--- config.mk ---
export PLATFORM = sky130hd
export DESIGN_NAME = palette_index_pack_pad_flat
export DESIGN_NICKNAME = d
export VERILOG_FILES = /design/src/pipp_pkg.sv /design/src/pipp_ifs.sv /design/src/palette_index_pack_pad.sv /design/src/pipp_front.sv /design/src/pipp_queue.sv /design/src/pipp_back.sv /design/src/flat_wrapper.sv
export SDC_FILE = /design/constraint.sdc
export NUM_CORES = 1
export LEC_CHECK = 0
export BUFFER_PORTS_ARGS = -buffer_cell sky130_fd_sc_hd__buf_4
export CAP_MARGIN = 20
export CORE_MARGIN = 4
export CORE_UTILIZATION = 40
export CTS_CLUSTER_SIZE = 8
export DETAILED_ROUTE_END_ITERATION = 8
export SYNTH_ARGS = -nofsm -noshare
export SYNTH_HDL_FRONTEND = slang
export SYNTH_SLANG_ARGS = --single-unit
--- constraint.sdc ---
create_clock -name clk -period 5.22 [get_ports clk]
set_input_delay 0.522 -clock clk [delete_from_list [all_inputs] [get_ports clk]]
set_output_delay 0.522 -clock clk [all_outputs]
set_load 0.01 [all_outputs]
--- src/pipp_pkg.sv ---
// Shared types and constants for the palette index pack and pad block.
`default_nettype none
package pipp_pkg;

  localparam int unsigned CFG_W    = 7;  // width of every configuration register
  localparam int unsigned CFG_IDX_W = 2;
  localparam int unsigned COLCNT_W = 6;  // holds a column count up to 32 inclusive
  localparam int unsigned ROWCNT_W = 7;  // holds a row count up to 64 inclusive
  localparam logic [7:0]  FILL_MUL = 8'h11;

  localparam logic [CFG_IDX_W-1:0] CFG_BLOCK_WIDTH    = 2'd0;
  localparam logic [CFG_IDX_W-1:0] CFG_BLOCK_HEIGHT   = 2'd1;
  localparam logic [CFG_IDX_W-1:0] CFG_VISIBLE_WIDTH  = 2'd2;
  localparam logic [CFG_IDX_W-1:0] CFG_VISIBLE_HEIGHT = 2'd3;

  localparam logic FUNC_PAIR = 1'b0;
  localparam logic FUNC_PAD  = 1'b1;

  // One unit of work handed from front to back
  typedef struct packed {
    logic                is_pad;
    logic [7:0]          data;       // packed pair byte
    logic [COLCNT_W-1:0] col;        // store column of the pair byte
    logic                fill;       // horizontal fill follows the pair byte
    logic [7:0]          fill_byte;
    logic [COLCNT_W-1:0] row_end;    // padded row length in bytes
    logic                done;       // final byte of this command ends the block
  } pipp_cmd_t;

  typedef struct packed {
    logic full;
    logic empty;
  } pipp_q_stat_t;

  typedef enum logic [2:0] {
    BK_IDLE,
    BK_PAIR,
    BK_FILL,
    BK_PAD_RD,
    BK_PAD_OUT
  } pipp_bk_state_t;

endpackage
`default_nettype wire

--- src/pipp_ifs.sv ---
// Channel interfaces: input items, result bytes and configuration writes.
`default_nettype none
interface pipp_in_if;
  logic       valid;
  logic       ready;
  logic       func;
  logic [3:0] index_even;
  logic [3:0] index_odd;
  modport source (output valid, func, index_even, index_odd, input ready);
  modport sink   (input valid, func, index_even, index_odd, output ready);
endinterface

interface pipp_out_if;
  logic       valid;
  logic       ready;
  logic [7:0] packed_byte;
  logic       last_in_run;
  logic       block_done;
  modport source (output valid, packed_byte, last_in_run, block_done, input ready);
  modport sink   (input valid, packed_byte, last_in_run, block_done, output ready);
endinterface

interface pipp_cfg_if;
  logic       valid;
  logic       ready;
  logic [1:0] index;
  logic [6:0] data;
  modport source (output valid, index, data, input ready);
  modport sink   (input valid, index, data, output ready);
endinterface
`default_nettype wire

--- src/palette_index_pack_pad.sv ---
// Top level of the palette index pack and pad block.
// Packs palette index pairs into bytes (odd index in the high nibble), fills each
// padded row with the row's last index times 0x11 and replays the last row on each
// padding request until the block height is reached. Configuration is taken at any
// time through cfg_chan but must only change while the block is idle. A front end
// accepts one item a cycle, while the queue is not full, into a two-entry command
// queue; the back end sets the pace and pops a command only when idle, then takes a
// visible pair through the pair state, each horizontal fill byte through the fill
// state and each replayed byte of a padding row through a line store read, then the
// output register. A padding request with no row owed is absorbed without a result.
`default_nettype none
module palette_index_pack_pad
  import pipp_pkg::*;
#(
  parameter int unsigned MAX_BLOCK_SIZE = 64
) (
  input  wire logic  clk,
  input  wire logic  rst_n,
  pipp_in_if.sink    in_chan,
  pipp_out_if.source out_chan,
  pipp_cfg_if.sink   cfg_chan
);

  pipp_cmd_t    push_cmd, q_cmd;
  pipp_q_stat_t q_stat;
  logic         push, pop;

  pipp_front #(.MAX_BLOCK_SIZE(MAX_BLOCK_SIZE)) u_front (
    .clk      (clk),
    .rst_n    (rst_n),
    .in_chan  (in_chan),
    .cfg_chan (cfg_chan),
    .q_stat   (q_stat),
    .push     (push),
    .push_cmd (push_cmd)
  );

  pipp_queue u_queue (
    .clk      (clk),
    .rst_n    (rst_n),
    .push     (push),
    .push_cmd (push_cmd),
    .pop      (pop),
    .pop_cmd  (q_cmd),
    .stat     (q_stat)
  );

  pipp_back #(.MAX_BLOCK_SIZE(MAX_BLOCK_SIZE)) u_back (
    .clk      (clk),
    .rst_n    (rst_n),
    .q_stat   (q_stat),
    .q_cmd    (q_cmd),
    .pop      (pop),
    .out_chan (out_chan)
  );

endmodule
`default_nettype wire

--- src/pipp_front.sv ---
// Front end: configuration registers, row and column tracking, command build.
`default_nettype none
module pipp_front
  import pipp_pkg::*;
#(
  parameter int unsigned MAX_BLOCK_SIZE = 64
) (
  input  wire logic   clk,
  input  wire logic   rst_n,
  pipp_in_if.sink     in_chan,
  pipp_cfg_if.sink    cfg_chan,
  input  wire pipp_q_stat_t q_stat,
  output logic        push,
  output pipp_cmd_t   push_cmd
);

  localparam logic [CFG_W-1:0] MAX_C  = CFG_W'(MAX_BLOCK_SIZE);
  localparam logic [CFG_W-1:0] HALF_C = CFG_W'(MAX_BLOCK_SIZE / 2);

  logic [CFG_W-1:0] bw_r, bh_r, vw_r, vh_r;
  logic [COLCNT_W-1:0] pair_column_r, pair_column_nxt;
  logic [ROWCNT_W-1:0] vis_row_r, vis_row_nxt;
  logic [ROWCNT_W-1:0] pad_left_r, pad_left_nxt;

  logic [CFG_W-1:0] vw_half, bw_half, ppr_c, bp_c, vrows_c, brows_c;
  logic [COLCNT_W-1:0] ppr, bp, col_inc;
  logic [ROWCNT_W-1:0] vis_inc, pad_new, pad_dec;
  logic accept, row_end, vis_end;
  logic [7:0] pair_byte, fill_byte;

  assign cfg_chan.ready = 1'b1;

  always_ff @(posedge clk) begin
    if (!rst_n) begin
      bw_r <= MAX_C;
      bh_r <= MAX_C;
      vw_r <= MAX_C;
      vh_r <= MAX_C;
    end else if (cfg_chan.valid) begin
      unique case (cfg_chan.index)
        CFG_BLOCK_WIDTH:    bw_r <= cfg_chan.data;
        CFG_BLOCK_HEIGHT:   bh_r <= cfg_chan.data;
        CFG_VISIBLE_WIDTH:  vw_r <= cfg_chan.data;
        CFG_VISIBLE_HEIGHT: vh_r <= cfg_chan.data;
        default: ;
      endcase
    end
  end

  // Register sanitising: clamp to the legal ranges
  always_comb begin
    vw_half = {1'b0, vw_r[CFG_W-1:1]};
    bw_half = {1'b0, bw_r[CFG_W-1:1]};
    if (vw_half == '0)        ppr_c = CFG_W'(1);
    else if (vw_half > HALF_C) ppr_c = HALF_C;
    else                      ppr_c = vw_half;
    bp_c = (bw_half > HALF_C) ? HALF_C : bw_half;
    if (bp_c < ppr_c) bp_c = ppr_c;
    if (vh_r == '0)          vrows_c = CFG_W'(1);
    else if (vh_r > MAX_C)   vrows_c = MAX_C;
    else                     vrows_c = vh_r;
    brows_c = (bh_r > MAX_C) ? MAX_C : bh_r;
    if (brows_c < vrows_c) brows_c = vrows_c;
  end

  assign ppr       = ppr_c[COLCNT_W-1:0];
  assign bp        = bp_c[COLCNT_W-1:0];
  assign col_inc   = pair_column_r + COLCNT_W'(1);
  assign vis_inc   = vis_row_r + ROWCNT_W'(1);
  assign row_end   = (col_inc >= ppr);
  assign vis_end   = row_end && (vis_inc >= ROWCNT_W'(vrows_c));
  assign pad_new   = ROWCNT_W'(brows_c - vrows_c);
  assign pad_dec   = pad_left_r - ROWCNT_W'(1);
  assign pair_byte = {in_chan.index_odd, in_chan.index_even};
  assign fill_byte = {in_chan.index_odd, in_chan.index_odd};

  assign in_chan.ready = !q_stat.full;
  assign accept = in_chan.valid && in_chan.ready;

  always_comb begin
    pair_column_nxt = pair_column_r;
    vis_row_nxt     = vis_row_r;
    pad_left_nxt    = pad_left_r;
    push            = 1'b0;
    push_cmd        = '0;
    push_cmd.row_end = bp;
    if (accept) begin
      if (in_chan.func == FUNC_PAD) begin
        // a request with no row owed is dropped
        if (pad_left_r != '0) begin
          push          = 1'b1;
          push_cmd.is_pad = 1'b1;
          push_cmd.done = (pad_dec == '0);
          pad_left_nxt  = pad_dec;
        end
      end else begin
        push               = 1'b1;
        push_cmd.data      = pair_byte;
        push_cmd.col       = pair_column_r;
        push_cmd.fill      = row_end && (col_inc < bp);
        push_cmd.fill_byte = fill_byte;
        push_cmd.done      = vis_end && (pad_new == '0);
        pad_left_nxt       = vis_end ? pad_new : '0;
        pair_column_nxt    = row_end ? '0 : col_inc;
        if (row_end) vis_row_nxt = vis_end ? '0 : vis_inc;
      end
    end
  end

  always_ff @(posedge clk) begin
    if (!rst_n) begin
      pair_column_r <= '0;
      vis_row_r     <= '0;
      pad_left_r    <= '0;
    end else begin
      pair_column_r <= pair_column_nxt;
      vis_row_r     <= vis_row_nxt;
      pad_left_r    <= pad_left_nxt;
    end
  end

endmodule
`default_nettype wire

--- src/pipp_queue.sv ---
// Two-entry command queue between front and back.
`default_nettype none
module pipp_queue
  import pipp_pkg::*;
(
  input  wire logic  clk,
  input  wire logic  rst_n,
  input  wire logic  push,
  input  wire pipp_cmd_t push_cmd,
  input  wire logic  pop,
  output pipp_cmd_t  pop_cmd,
  output pipp_q_stat_t stat
);

  pipp_cmd_t  slot_r [2];
  logic       wptr_r, rptr_r;
  logic [1:0] count_r;

  assign stat.full  = (count_r == 2'd2);
  assign stat.empty = (count_r == 2'd0);
  assign pop_cmd    = slot_r[rptr_r];

  always_ff @(posedge clk) begin
    if (push) slot_r[wptr_r] <= push_cmd;
  end

  always_ff @(posedge clk) begin
    if (!rst_n) begin
      wptr_r  <= 1'b0;
      rptr_r  <= 1'b0;
      count_r <= 2'd0;
    end else begin
      if (push) wptr_r <= !wptr_r;
      if (pop)  rptr_r <= !rptr_r;
      case ({push, pop})
        2'b10:   count_r <= count_r + 2'd1;
        2'b01:   count_r <= count_r - 2'd1;
        default: count_r <= count_r;
      endcase
    end
  end

endmodule
`default_nettype wire

--- src/pipp_back.sv ---
// Back end: line store, fill and replay sequencer, output register.
`default_nettype none
module pipp_back
  import pipp_pkg::*;
#(
  parameter int unsigned MAX_BLOCK_SIZE = 64
) (
  input  wire logic    clk,
  input  wire logic    rst_n,
  input  wire pipp_q_stat_t q_stat,
  input  wire pipp_cmd_t    q_cmd,
  output logic         pop,
  pipp_out_if.source   out_chan
);

  localparam int unsigned DEPTH  = MAX_BLOCK_SIZE / 2;
  localparam int unsigned ADDR_W = (DEPTH > 1) ? $clog2(DEPTH) : 1;

  pipp_bk_state_t state_r, state_nxt;
  pipp_cmd_t      cmd_r, cmd_nxt;
  logic [COLCNT_W-1:0] cnt_r, cnt_nxt, cnt_inc;
  logic [7:0] mem [DEPTH];
  logic [7:0] rd_data_r;
  logic       rd_en, wr_en;
  logic [ADDR_W-1:0] rd_addr, wr_addr;
  logic [7:0] wr_data;

  logic       out_valid_r;
  logic [7:0] out_byte_r, out_byte_nxt;
  logic       out_last_r, out_last_nxt;
  logic       out_done_r, out_done_nxt;
  logic       load, can_load, run_last;

  assign can_load = !out_valid_r || out_chan.ready;
  assign cnt_inc  = cnt_r + COLCNT_W'(1);
  assign run_last = (cnt_inc == cmd_r.row_end);

  always_comb begin
    state_nxt = state_r;
    unique case (state_r)
      BK_IDLE:    if (!q_stat.empty) state_nxt = q_cmd.is_pad ? BK_PAD_RD : BK_PAIR;
      BK_PAIR:    if (can_load) state_nxt = cmd_r.fill ? BK_FILL : BK_IDLE;
      BK_FILL:    if (can_load && run_last) state_nxt = BK_IDLE;
      BK_PAD_RD:  state_nxt = BK_PAD_OUT;
      BK_PAD_OUT: if (can_load) state_nxt = run_last ? BK_IDLE : BK_PAD_RD;
      default:    state_nxt = BK_IDLE;
    endcase
  end

  always_comb begin
    pop          = 1'b0;
    cmd_nxt      = cmd_r;
    cnt_nxt      = cnt_r;
    load         = 1'b0;
    out_byte_nxt = out_byte_r;
    out_last_nxt = out_last_r;
    out_done_nxt = out_done_r;
    wr_en        = 1'b0;
    wr_addr      = cnt_r[ADDR_W-1:0];
    wr_data      = cmd_r.fill_byte;
    rd_en        = 1'b0;
    rd_addr      = cnt_r[ADDR_W-1:0];
    unique case (state_r)
      BK_IDLE: begin
        if (!q_stat.empty) begin
          pop     = 1'b1;
          cmd_nxt = q_cmd;
          cnt_nxt = q_cmd.is_pad ? '0 : q_cmd.col + COLCNT_W'(1);
        end
      end
      BK_PAIR: begin
        if (can_load) begin
          load         = 1'b1;
          out_byte_nxt = cmd_r.data;
          out_last_nxt = !cmd_r.fill;
          out_done_nxt = cmd_r.done && !cmd_r.fill;
          wr_en        = 1'b1;
          wr_addr      = cmd_r.col[ADDR_W-1:0];
          wr_data      = cmd_r.data;
        end
      end
      BK_FILL: begin
        if (can_load) begin
          load         = 1'b1;
          out_byte_nxt = cmd_r.fill_byte;
          out_last_nxt = run_last;
          out_done_nxt = run_last && cmd_r.done;
          wr_en        = 1'b1;
          cnt_nxt      = cnt_inc;
        end
      end
      BK_PAD_RD: rd_en = 1'b1;
      BK_PAD_OUT: begin
        if (can_load) begin
          load         = 1'b1;
          out_byte_nxt = rd_data_r;
          out_last_nxt = run_last;
          out_done_nxt = run_last && cmd_r.done;
          cnt_nxt      = cnt_inc;
        end
      end
      default: ;
    endcase
  end

  always_ff @(posedge clk) begin
    if (wr_en) mem[wr_addr] <= wr_data;
  end

  always_ff @(posedge clk) begin
    if (rd_en) rd_data_r <= mem[rd_addr];
  end

  always_ff @(posedge clk) begin
    cmd_r <= cmd_nxt;
    cnt_r <= cnt_nxt;
    out_byte_r <= out_byte_nxt;
    out_last_r <= out_last_nxt;
    out_done_r <= out_done_nxt;
  end

  always_ff @(posedge clk) begin
    if (!rst_n) begin
      state_r     <= BK_IDLE;
      out_valid_r <= 1'b0;
    end else begin
      state_r <= state_nxt;
      if (load)                out_valid_r <= 1'b1;
      else if (out_chan.ready) out_valid_r <= 1'b0;
    end
  end

  assign out_chan.valid       = out_valid_r;
  assign out_chan.packed_byte = out_byte_r;
  assign out_chan.last_in_run = out_last_r;
  assign out_chan.block_done  = out_done_r;

endmodule
`default_nettype wire

--- src/flat_wrapper.sv ---
// flat-port wrapper written by rule: the top's interface ports become plain ports
module palette_index_pack_pad_flat import pipp_pkg::*;
#(
  parameter int unsigned MAX_BLOCK_SIZE = 64
)
  (clk, rst_n, in_chan_valid, in_chan_func, in_chan_index_even, in_chan_index_odd, in_chan_ready, out_chan_valid, out_chan_packed_byte, out_chan_last_in_run, out_chan_block_done, out_chan_ready, cfg_chan_valid, cfg_chan_index, cfg_chan_data, cfg_chan_ready);
  pipp_in_if in_chan_i ();
  pipp_out_if out_chan_i ();
  pipp_cfg_if cfg_chan_i ();
  input  wire logic clk;
  input  wire logic rst_n;
  input wire logic [$bits(in_chan_i.valid)-1:0] in_chan_valid;
  input wire logic [$bits(in_chan_i.func)-1:0] in_chan_func;
  input wire logic [$bits(in_chan_i.index_even)-1:0] in_chan_index_even;
  input wire logic [$bits(in_chan_i.index_odd)-1:0] in_chan_index_odd;
  output wire logic [$bits(in_chan_i.ready)-1:0] in_chan_ready;
  output wire logic [$bits(out_chan_i.valid)-1:0] out_chan_valid;
  output wire logic [$bits(out_chan_i.packed_byte)-1:0] out_chan_packed_byte;
  output wire logic [$bits(out_chan_i.last_in_run)-1:0] out_chan_last_in_run;
  output wire logic [$bits(out_chan_i.block_done)-1:0] out_chan_block_done;
  input wire logic [$bits(out_chan_i.ready)-1:0] out_chan_ready;
  input wire logic [$bits(cfg_chan_i.valid)-1:0] cfg_chan_valid;
  input wire logic [$bits(cfg_chan_i.index)-1:0] cfg_chan_index;
  input wire logic [$bits(cfg_chan_i.data)-1:0] cfg_chan_data;
  output wire logic [$bits(cfg_chan_i.ready)-1:0] cfg_chan_ready;
  assign in_chan_i.valid = in_chan_valid;
  assign in_chan_i.func = in_chan_func;
  assign in_chan_i.index_even = in_chan_index_even;
  assign in_chan_i.index_odd = in_chan_index_odd;
  assign in_chan_ready = in_chan_i.ready;
  assign out_chan_valid = out_chan_i.valid;
  assign out_chan_packed_byte = out_chan_i.packed_byte;
  assign out_chan_last_in_run = out_chan_i.last_in_run;
  assign out_chan_block_done = out_chan_i.block_done;
  assign out_chan_i.ready = out_chan_ready;
  assign cfg_chan_i.valid = cfg_chan_valid;
  assign cfg_chan_i.index = cfg_chan_index;
  assign cfg_chan_i.data = cfg_chan_data;
  assign cfg_chan_ready = cfg_chan_i.ready;
  palette_index_pack_pad #(.MAX_BLOCK_SIZE(MAX_BLOCK_SIZE)) u_core (.clk(clk), .rst_n(rst_n), .in_chan(in_chan_i), .out_chan(out_chan_i), .cfg_chan(cfg_chan_i));
endmodule
==> run_results.csv, run 1 <==
group,metric,value,unit
logic_synthesis,yosysMostFrequentCell,"edfxtp_1",
drt,vias,9550,
logic_synthesis,async_flop_share,0,
timing,maxSlewViolCount,0,
min_path,hold_depth,3,
worst_setup_path,r2r_end,"u_core.u_queue.slot_r[0][0]$_DFFE_PP_",
clock_tree,clock_latency,0.59,ns
layout,diodes,0,
logic_synthesis,yosysSeqAreaShare,0.657,
floorplanning,start_util,0.406,
floorplanning,die_area,47300,sq um
floorplanning,fp-row-count,76,
layout,postLayoutCellArea,20000,sq um
timing,hold_viol,0,
min_path,min_to,"u_core.u_front.bh_r[6]$_SDFFE_PN1P_",
flow_run,maxCapViolations,0,
worst_setup_path,endpoint_kind,"flop",
global_route,grt_pass1_wl,58700,um
timing,holdWs,0.188,ns
timing,fmax,0.238,GHz
clock_tree,cts_tree,"done",
timing,setup_viol,0,
drt,drtIter0Drc,799,
logic_synthesis,synth.cell_area,17500,sq um
clock_tree,cts_hold_buf,0,
layout,drive_gt1_frac,0.200,
placed_design,dpl_cell_area,18400,sq um
clock_tree,clk_pin_slew,0.06,ns
global_route,grt_max_degree,72,
global_route,grt_usage,0.160,
logic_synthesis,ys_seq_elements,402,
logic_synthesis,avgSynthCellArea,15.7,sq um
logic_synthesis,yosysWarningCount,0,
clock_tree,numCtsBuffers,56,
power,p_total,10.8,mW
placed_design,portBuffers,34,
placed_design,dp_hpwl,23600,um
worst_setup_path,start_kind,"flop",
drt,drcViolationCount,0,
clock_tree,cts_setup_buffers,0,
worst_setup_path,r2r_slack,1.02,ns
timing,fin_crit_sh,0.805,
floorplanning,core,43200,sq um
clock_tree,htreeDepth,2,
global_route,grt_overflow,0,
logic_synthesis,synth_area_leaders,"edfxtp_1 59%, mux4_2 10%, dfxtp_1 6.3%, ha_1 3.1%, mux2_2 2.5%",
min_path,hold_path.class,"in -> reg",
power,power.density,543,nW/um^2
power,power_leakage,6.80,nW
drt,wl,37100,um
timing,worst_pin_slew,0.982,ns
drt,ant_nets,0,
clock_tree,post_cts_resized,0,
power,max-vdd-ir-drop,0.534,mV
timing,slew_headroom,0.342,
layout,area_delta_synth_final,13.7,%
logic_synthesis,synth_commonest_cells,"347 x edfxtp_1, 80 x mux4_2, 72 x nor2_1, 55 x dfxtp_1, 55 x nand2_1",
global_route,antenna_found_initial,0,
timing,final.setup_skew,0.0261,ns
timing,rsz0062_at_grt,"no",
timing,period_needed,4.20,ns
layout,nets,1238,
drt,vias_per_cell,5.37,
floorplanning,fp.dieW,217,um
logic_synthesis,synth_top_area_share,0.594,
floorplanning,die_height,217,um
min_path,hold_path.startpoint,"cfg_chan_data[6]",
clock_tree,cts_buffer_depth,3,
global_route,grt_pass1_vias,9857,
worst_setup_path,worstPathArrival,4.55,ns
logic_synthesis,synth_largest_area_cell,"edfxtp_1",
logic_synthesis,synth-main-ff-cell,"edfxtp_1",
logic_synthesis,syn_inst,1115,
drt,drt_first_pass_iters,7,
worst_setup_path,reg2reg_from,"u_core.u_front.vh_r[6]$_SDFFE_PN1P_",
clock_tree,cts_root_buffer,"clkbuf_16",
worst_setup_path,cp.required,5.56,ns
floorplanning,ios,36,
worst_setup_path,rr_worst_depth,15,
drt,wl_per_cell,20.9,um
clock_tree,clock_sinks,402,
logic_synthesis,synth_edf_count,347,
placed_design,gp_congestion,0.812,
worst_setup_path,path_max_fanout,11,
logic_synthesis,syn-num-nets,1183,
run_status,status,"completed",
timing,final.setup.tns,0,ns
worst_setup_path,path_class,"reg -> reg",
logic_synthesis,synth_cell_types,63,
## worst max-delay path, stage by stage, from the launching register on
cell and delay (ns):
dfxtp_1 0.35, inv_1 0.17, nand2_1 0.16, ha_1 0.34, a21oi_1 0.08, o21ai_0 0.75
nor2_1 0.24, mux2i_1 0.18, ha_1 0.22, fa_1 0.41, nor2b_1 0.13, o21a_1 0.13
o21ai_0 0.07, a21oi_1 0.17, xnor2_1 0.11, o41ai_1 0.46
## layout make-up
cell class	instances	area, sq um
clock buffers	77	1490
clock inverters	3	28.8
fillers	3797	23200
inverters	25	93.8
multi-input cells	637	5710
flip-flops and latches	402	11500
well taps	585	732
repair buffers	48	383
## cells in the final DEF, fill, tap and decap left out, drive strengths merged, types with 6 or more instances in the layout
master	n
a21oi	24
dfxtp	55
inv	26
clkbuf	78
and2	20
nor2	72
o31ai	6
o21a	10
o22ai	16
ha	44
mux4	80
nand2b	10
o21ai	26
nor2b	42
mux2	39
buf	47
edfxtp	347
mux2i	31
nor3	17
a21boi	12
xor2	19
nand3	27
nand2	55
xnor2	15
## through the flow
step | util | std cells | worst slack (ns)
global route | 0.462 | 1777 | 0.585
finish | 0.462 | 1777 | 1.02
CTS | 0.462 | 1776 | 1.05
floorplan | - | 1115 | 1.62
detailed placement | 0.427 | 1696 | 1.09
global placement | 0.427 | 1696 | 1.18
## cell families (layout without fill, tap and decap cells)
family,after synthesis,after routing,synth area share
flops,402,402,0.657
simple gates,270,270,0.0767
mux,150,150,0.145
compound gates,137,137,0.0531
buf+inv,76,153,0.0185
fa+ha+maj,45,45,0.0325
xor+xnor,34,34,0.0170
other cells,1,1,0.000214
## layer usage
layer / track usage / up-vias / part of all wire
met2: 0.250 / 231 / 0.46
met3: 0.0315 / 76 / 0.052
met4: 0.0541 / 0 / 0.031
li1: - / 4428 / -
met5: 0 / - / 0
met1: 0.227 / 4815 / 0.46
## power breakdown
| part | internal [mW] | switching [mW] | total, mW |
|---|---|---|---|
| clock network | 1.94 | 1.28 | 3.22 |
| registers | 4.33 | 0.228 | 4.55 |
| logic | 1.26 | 1.82 | 3.07 |
## worst max path at each step
stage	from	to
after CTS	u_core.u_front.vh_r[6]$_SDFFE_PN1P_	u_core.u_queue.slot_r[0][0]$_DFFE_PP_
final	u_core.u_front.vh_r[6]$_SDFFE_PN1P_	u_core.u_queue.slot_r[0][0]$_DFFE_PP_
after detailed placement	u_core.u_front.vh_r[6]$_SDFFE_PN1P_	u_core.u_queue.slot_r[0][0]$_DFFE_PP_
after global routing	u_core.u_front.vh_r[6]$_SDFFE_PN1P_	u_core.u_queue.slot_r[0][0]$_DFFE_PP_
after floorplan	u_core.u_front.vh_r[6]$_SDFFE_PN1P_	u_core.u_queue.slot_r[0][0]$_DFFE_PP_
after global placement	u_core.u_front.vh_r[6]$_SDFFE_PN1P_	u_core.u_queue.slot_r[0][0]$_DFFE_PP_
## state kept, by name (all words and copies together), names as in the netlist, 2 cells and up, named ones only
name,flops
u_core.u_back.cmd_r,21
u_core.u_back.cnt_r,6
u_core.u_back.mem,256
u_core.u_back.out_chan.packed_byte,8
u_core.u_back.rd_data_r,8
u_core.u_back.state_r,3
u_core.u_front.bh_r,7
u_core.u_front.bw_r,6
u_core.u_front.pad_left_r,7
u_core.u_front.pair_column_r,6
u_core.u_front.vh_r,7
u_core.u_front.vis_row_r,7
u_core.u_front.vw_r,6
u_core.u_queue.count_r,2
u_core.u_queue.slot_r,46
(Power assumes the default switching activity.)
==> run 2: changes to the inputs <==
--- a/config.mk
+++ b/config.mk
@@ -5,6 +5,7 @@
 export SDC_FILE = /design/constraint.sdc
 export NUM_CORES = 1
 export LEC_CHECK = 0
+export ABC_AREA = 1
 export BUFFER_PORTS_ARGS = -buffer_cell sky130_fd_sc_hd__buf_4
 export CAP_MARGIN = 20
 export CORE_MARGIN = 4
==> constraint.sdc (replaced) <==
create_clock -name clk -period 4.31 [get_ports clk]
set_input_delay 0.431 -clock clk [delete_from_list [all_inputs] [get_ports clk]]
set_output_delay 0.431 -clock clk [all_outputs]
set_load 0.01 [all_outputs]
==> run_results.csv, run 2 <==
group,metric,value,unit
drt,wl_per_cell,18.2,um
worst_setup_path,start_kind,"flop",
worst_setup_path,worstPathArrival,4.15,ns
power,p_total,14.4,mW
logic_synthesis,synth_largest_area_cell,"edfxtp_1",
clock_tree,clk_pin_slew,0.05,ns
placed_design,dpl.cell_count,2209,
logic_synthesis,synth_area_leaders,"edfxtp_1 59%, dfxtp_1 6.2%, o21ai_0 5.8%, nor2_1 5.6%, nand2_1 5.1%",
layout,n_fill_cell,3972,
power,p_int,9.10,mW
clock_tree,htreeDepth,2,
timing,period_needed,3.82,ns
timing,fmax,0.262,GHz
worst_setup_path,cp.required,4.65,ns
global_route,grt_usage,0.176,
worst_setup_path,path_class,"reg -> reg",
logic_synthesis,synthAdderAreaFrac,0.0321,
layout,area_delta_synth_final,13.6,%
logic_synthesis,avgSynthCellArea,10.8,sq um
drt,vias,12120,
drt,drt_first_pass_iters,5,
placed_design,post-place-ws,0.376,ns
drt,drtIter0Drc,1027,
logic_synthesis,synth_compound_area_frac,0.126,
logic_synthesis,yosys-mux-area-fraction,0,
drt,drcViolationCount,0,
global_route,grt_overflow,0,
timing,slew_headroom,0.339,
layout,seqCellArea,11500,sq um
floorplanning,start_util,0.408,
clock_tree,cts_tree,"done",
global_route,grt_pass1_vias,11847,
min_path,hold_path.class,"in -> reg",
logic_synthesis,synth_xor_area_frac,0.0113,
logic_synthesis,async_flop_share,0,
layout,mostFrequentLayoutCells,"347 x edfxtp_1, 263 x nor2_1, 239 x nand2_1",
layout,final_util,0.464,
drt,wl,42000,um
timing,fin_crit_sh,0.886,
logic_synthesis,syn-num-nets,1716,
logic_synthesis,syn_inst,1648,
global_route,antenna_found_initial,1,
placed_design,gp_congestion,0.827,
layout,postLayoutCellArea,20200,sq um
layout,drive_gt1_frac,0.0945,
power,power_frac_seq,0.395,
worst_setup_path,endpoint_kind,"flop",
logic_synthesis,synth-main-ff-cell,"edfxtp_1",
timing,hold_viol,0,
logic_synthesis,yosysWarningCount,0,
logic_synthesis,synth.cell_area,17800,sq um
timing,setup_viol,0,
worst_setup_path,path_max_fanout,14,
power,pwr-share-comb,0.327,
global_route,grt_pass1_wl,66200,um
floorplanning,die_area,47800,sq um
power,max-vdd-ir-drop,0.392,mV
floorplanning,fp.dieW,219,um
logic_synthesis,synth_top_area_share,0.587,
power,power.clock.fraction,0.279,
timing,final.setup_skew,0.0314,ns
power,switchingPower,5.29,mW
drt,ant_nets,0,
layout,final_common_cell,"edfxtp_1",
layout,multi_input_area,5460,sq um
logic_synthesis,synth_edf_count,347,
floorplanning,die_height,219,um
drt,vias_per_cell,5.27,
global_route,grt_max_degree,128,
placed_design,dpl_cell_area,18600,sq um
timing,finalWorstSetupSlack,0.493,ns
logic_synthesis,synth_commonest_cells,"347 x edfxtp_1, 265 x nor2_1, 240 x nand2_1, 207 x o21ai_0, 104 x inv_1",
logic_synthesis,ys_seq_elements,402,
clock_tree,cts_hold_buf,0,
logic_synthesis,synthSimpleGateAreaFrac,0.136,
clock_tree,clock_sinks,402,
flow_run,maxCapViolations,0,
logic_synthesis,yosysMostFrequentCell,"edfxtp_1",
floorplanning,ios,36,
clock_tree,numCtsBuffers,56,
floorplanning,fp-row-count,76,
floorplanning,core,43500,sq um
logic_synthesis,synth_cell_types,48,
clock_tree,cts_root_buffer,"clkbuf_16",
timing,holdWs,0.0862,ns
run_status,status,"completed",
layout,final_cells,2300,
timing,worst_pin_slew,0.987,ns
layout,largest_reg_flops,256,
logic_synthesis,yosysSeqAreaShare,0.649,
placed_design,portBuffers,34,
logic_synthesis,synth_top_family_by_area,"simple AND/OR/NAND/NOR gates",
timing,rsz0062_at_grt,"no",
timing,final.setup.tns,0,ns
layout,reg_top3,"u_core.u_back.mem (256), u_core.u_queue.slot_r (46), u_core.u_back.cmd_r (21)",
power,power_leakage,7.33,nW
layout,diodes,0,
clock_tree,clock_latency,0.60,ns
power,power.density,713,nW/um^2
timing,maxSlewViolCount,0,
placed_design,dp_hpwl,25900,um
layout,nets,1750,
power,sw_frac_of_total,0.368,
layout,largest_register,"u_core.u_back.mem",
clock_tree,cts_buffer_depth,3,
run 2: changes by cell type after synthesis, sizes merged, moves of 18 or more:
cell | previous run | this run
a21oi | 24 | 75
and2 | 20 | 2
inv | 25 | 117
mux2 | 39 | 0
mux2i | 31 | 0
mux4 | 80 | 0
nand2 | 55 | 247
nor2 | 72 | 271
nor2b | 42 | 0
o21ai | 26 | 222
o22ai | 16 | 71
run 2: logic make-up after synthesis:
group / count (synthesis)
fa+ha+maj: 45
simple gates: 580
compound gates: 401
other cells: 1
flops: 402
buf+inv: 196
xor+xnor: 23
run 2: final timing paths:
| path | startpoint | end | slack [ns] | cells after the start |
|---|---|---|---|---|
| setup reg to reg | u_core.u_front.vh_r[2]$_SDFFE_PN0P_ | u_core.u_queue.slot_r[1][0]$_DFFE_PP_ | 0.49 | 20 |
| setup / recovery | u_core.u_front.vh_r[2]$_SDFFE_PN0P_ | u_core.u_queue.slot_r[1][0]$_DFFE_PP_ | 0.49 | 20 |
| hold / removal | cfg_chan_data[0] | u_core.u_front.vh_r[0]$_SDFFE_PN0P_ | 0.09 | 3 |
| hold reg to reg | u_core.u_front.bh_r[4]$_SDFFE_PN0P_ | u_core.u_front.bh_r[4]$_SDFFE_PN0P_ | 0.45 | 2 |
run 2: area by class of cell:
class                   count  area share
repair buffers             53      0.0203
clock buffers              89      0.0767
multi-input cells        1050       0.271
well taps                 585      0.0363
flip-flops and latches    402       0.571
clock inverters             2     0.00248
inverters                 119      0.0222
run 2: power groups by stage:
stage / registers (mW) / logic (mW) / clock network [mW]
after global placement: 5.73 / 4.65 / 0
after CTS: 5.68 / 4.71 / 4.10
after floorplan: 5.68 / 3.09 / 0
after detailed placement: 5.75 / 4.70 / 0
final: 5.68 / 4.70 / 4.01
after global routing: 5.72 / 5.20 / 4.29
run 2: metal layers:
metal	up-vias	track usage	wire [um]
li1	5856	-	-
met1	5807	0.229	17900
met2	370	0.299	20600
met3	85	0.0320	2230
met4	2	0.0600	1200
met5	-	0	13
run 2: critical path: stages, from the launching register on:
cell and delay [ns]:
dfxtp_1 0.31, nor2_1 0.10, nand2_1 0.08, o31ai_1 0.33
nand2_1 0.21, ha_1 0.33, nand2_1 0.07, nor2_1 0.05
a211oi_1 0.23, nand2_2 0.21, nand2_1 0.10, o21ai_0 0.08
ha_1 0.22, fa_1 0.41, o21ai_0 0.29, nand2_1 0.09
nand2_1 0.06, a21oi_1 0.07, nand3_1 0.10, and2_1 0.13
o21ai_1 0.07
run 2: timing repair:
action | 4_1_cts | 5_1_grt
endpoints found under the setup margin | 0 | 2
setup buffers | 0 | 0
resized for setup | 0 | 2
==> run 3: changes to the inputs <==
==> constraint.sdc (replaced) <==
create_clock -name clk -period 4.31 [get_ports clk]
set_input_delay 0.2155 -clock clk [delete_from_list [all_inputs] [get_ports clk]]
set_output_delay 0.2155 -clock clk [all_outputs]
set_load 0.01 [all_outputs]
==> run_results.csv, run 3 (same netlist as run 2, synthesis figures left out) <==
group,metric,value,unit
drt,drtIter0Drc,933,
floorplanning,core,43500,sq um
drt,vias,12146,
drt,wl,42600,um
timing,fmax,0.264,GHz
floorplanning,fp-row-count,76,
clock_tree,cts_root_buffer,"clkbuf_16",
global_route,antenna_found_initial,0,
worst_setup_path,path_max_fanout,14,
layout,mostFrequentLayoutCells,"347 x edfxtp_1, 263 x nor2_1, 239 x nand2_1",
worst_setup_path,critPathMostFrequentCell,"nand2_1",
timing,period_needed,3.79,ns
run_status,status,"completed",
timing,slew_headroom,0.326,
worst_setup_path,cp.required,4.65,ns
layout,largest_register,"u_core.u_back.mem",
floorplanning,die_height,219,um
power,power.density,708,nW/um^2
layout,area_delta_synth_final,14.6,%
timing,setup_viol,0,
flow_run,maxCapViolations,0,
layout,nets,1769,
drt,drt_first_pass_iters,5,
worst_setup_path,start_kind,"flop",
placed_design,dp_hpwl,25800,um
worst_setup_path,crit_slowest_cell,"fa_1",
min_path,hold_path.class,"in -> reg",
timing,fin_crit_sh,0.880,
timing,worst_pin_slew,1.01,ns
drt,drcViolationCount,0,
drt,wl_per_cell,18.4,um
clock_tree,clock_sinks,402,
clock_tree,cts_tree,"done",
layout,final_cells,2317,
global_route,grt_max_degree,128,
power,p_total,14.4,mW
clock_tree,cts_buffer_depth,3,
layout,final_common_cell,"edfxtp_1",
clock_tree,clk_pin_slew,0.06,ns
worst_setup_path,endpoint_kind,"flop",
layout,diodes,0,
floorplanning,fp.dieW,219,um
layout,drive_gt1_frac,0.0935,
global_route,grt_overflow,0,
timing,final.setup_skew,0.0187,ns
clock_tree,clock_latency,0.60,ns
drt,vias_per_cell,5.24,
worst_setup_path,crit_chain,"nor2_1 > nand2_1 > o31ai_2 > nand2_1 > ha_1 > nand2_1 > nor2_1 > a211oi_1 > nand2_2 > nand2_1 > o21ai_0 > ha_1 > fa_1 > o21ai_0 > nand2_1 > nand2_1 > a21oi_1 > nand3_1 > and2_1 > o21ai_1",
clock_tree,numCtsBuffers,56,
placed_design,post-place-ws,0.331,ns
global_route,grt_usage,0.179,
power,power_leakage,7.40,nW
worst_setup_path,path_class,"reg -> reg",
timing,rsz0062_at_grt,"no",
placed_design,gp_congestion,0.826,
timing,holdWs,0.0391,ns
worst_setup_path,max_stage_delay,0.41,ns
floorplanning,start_util,0.408,
layout,reg_top3,"u_core.u_back.mem (256), u_core.u_queue.slot_r (46), u_core.u_back.cmd_r (21)",
power,max-vdd-ir-drop,0.466,mV
clock_tree,htreeDepth,2,
placed_design,portBuffers,34,
timing,final.setup.tns,0,ns
timing,finalWorstSetupSlack,0.517,ns
global_route,grt_pass1_wl,67200,um
floorplanning,ios,36,
drt,ant_nets,0,
worst_setup_path,worstPathArrival,4.13,ns
global_route,grt_pass1_vias,12054,
timing,maxSlewViolCount,0,
timing,hold_viol,0,
placed_design,dpl.cell_count,2208,
layout,largest_reg_flops,256,
floorplanning,die_area,47800,sq um
[run 3: power breakdown]
part	internal (mW)	switching (mW)	leakage (nW)	total, mW
Combinational	1.28	3.49	3.02	4.77
Clock	2.38	1.61	0.751	3.99
Sequential	5.40	0.241	3.62	5.64
Total	9.06	5.34	7.40	14.4
[run 3: timing repair]
item,4_1_cts,5_1_grt
hold buffers,20,0
setup buffers,0,0
setup endpoints to repair,0,2
gates resized for setup,0,2
hold endpoints to repair,47,0
[run 3: routing by layer]
layer / vias to the layer above / wire length [um] / track usage
met3: 64 / 2110 / 0.0279
met2: 299 / 21200 / 0.312
met1: 5886 / 18200 / 0.228
li1: 5897 / - / -
met5: - / 0 / 0
met4: 0 / 1100 / 0.0611
[run 3: cell type report]
cell class / count / area (sq um)
clock buffers: 86 / 1510
clock inverters: 3 / 56.3
fillers: 3994 / 23100
inverters: 119 / 448
multi-input cells: 1050 / 5470
flip-flops and latches: 402 / 11500
well taps: 585 / 732
repair buffers: 72 / 603
[run 3: path summary, 6_finish.rpt]
check,end,from,depth (start not counted),slack [ns]
worst max-delay path,u_core.u_queue.slot_r[1][0]$_DFFE_PP_,u_core.u_front.vh_r[3]$_SDFFE_PN0P_,20,0.52
worst min-delay path,u_core.u_queue.slot_r[0][28]$_DFFE_PP_,in_chan_index_odd[2],3,0.04
worst max register to register,u_core.u_queue.slot_r[1][0]$_DFFE_PP_,u_core.u_front.vh_r[3]$_SDFFE_PN0P_,20,0.52
worst min register to register,u_core.u_queue.rptr_r$_SDFFE_PN0P_,u_core.u_queue.rptr_r$_SDFFE_PN0P_,1,0.45
[run 3: critical path: cells and delay by family, from the launching register on]
kind,cells,cell delay [ns]
AOI/OAI and AO/OA,6,1.01
and+or+nand+nor,11,1.22
adders and majority gates,3,0.97
DFF,1,0.32
[run 3: stage by stage]
| step | utilization | cell area (sq um) |
|---|---|---|
| global placement | 0.427 | 18600 |
| floorplan | - | 17800 |
| detailed placement | 0.427 | 18600 |
| global route | 0.468 | 20300 |
| finish | 0.468 | 20300 |
| CTS | 0.468 | 20300 |
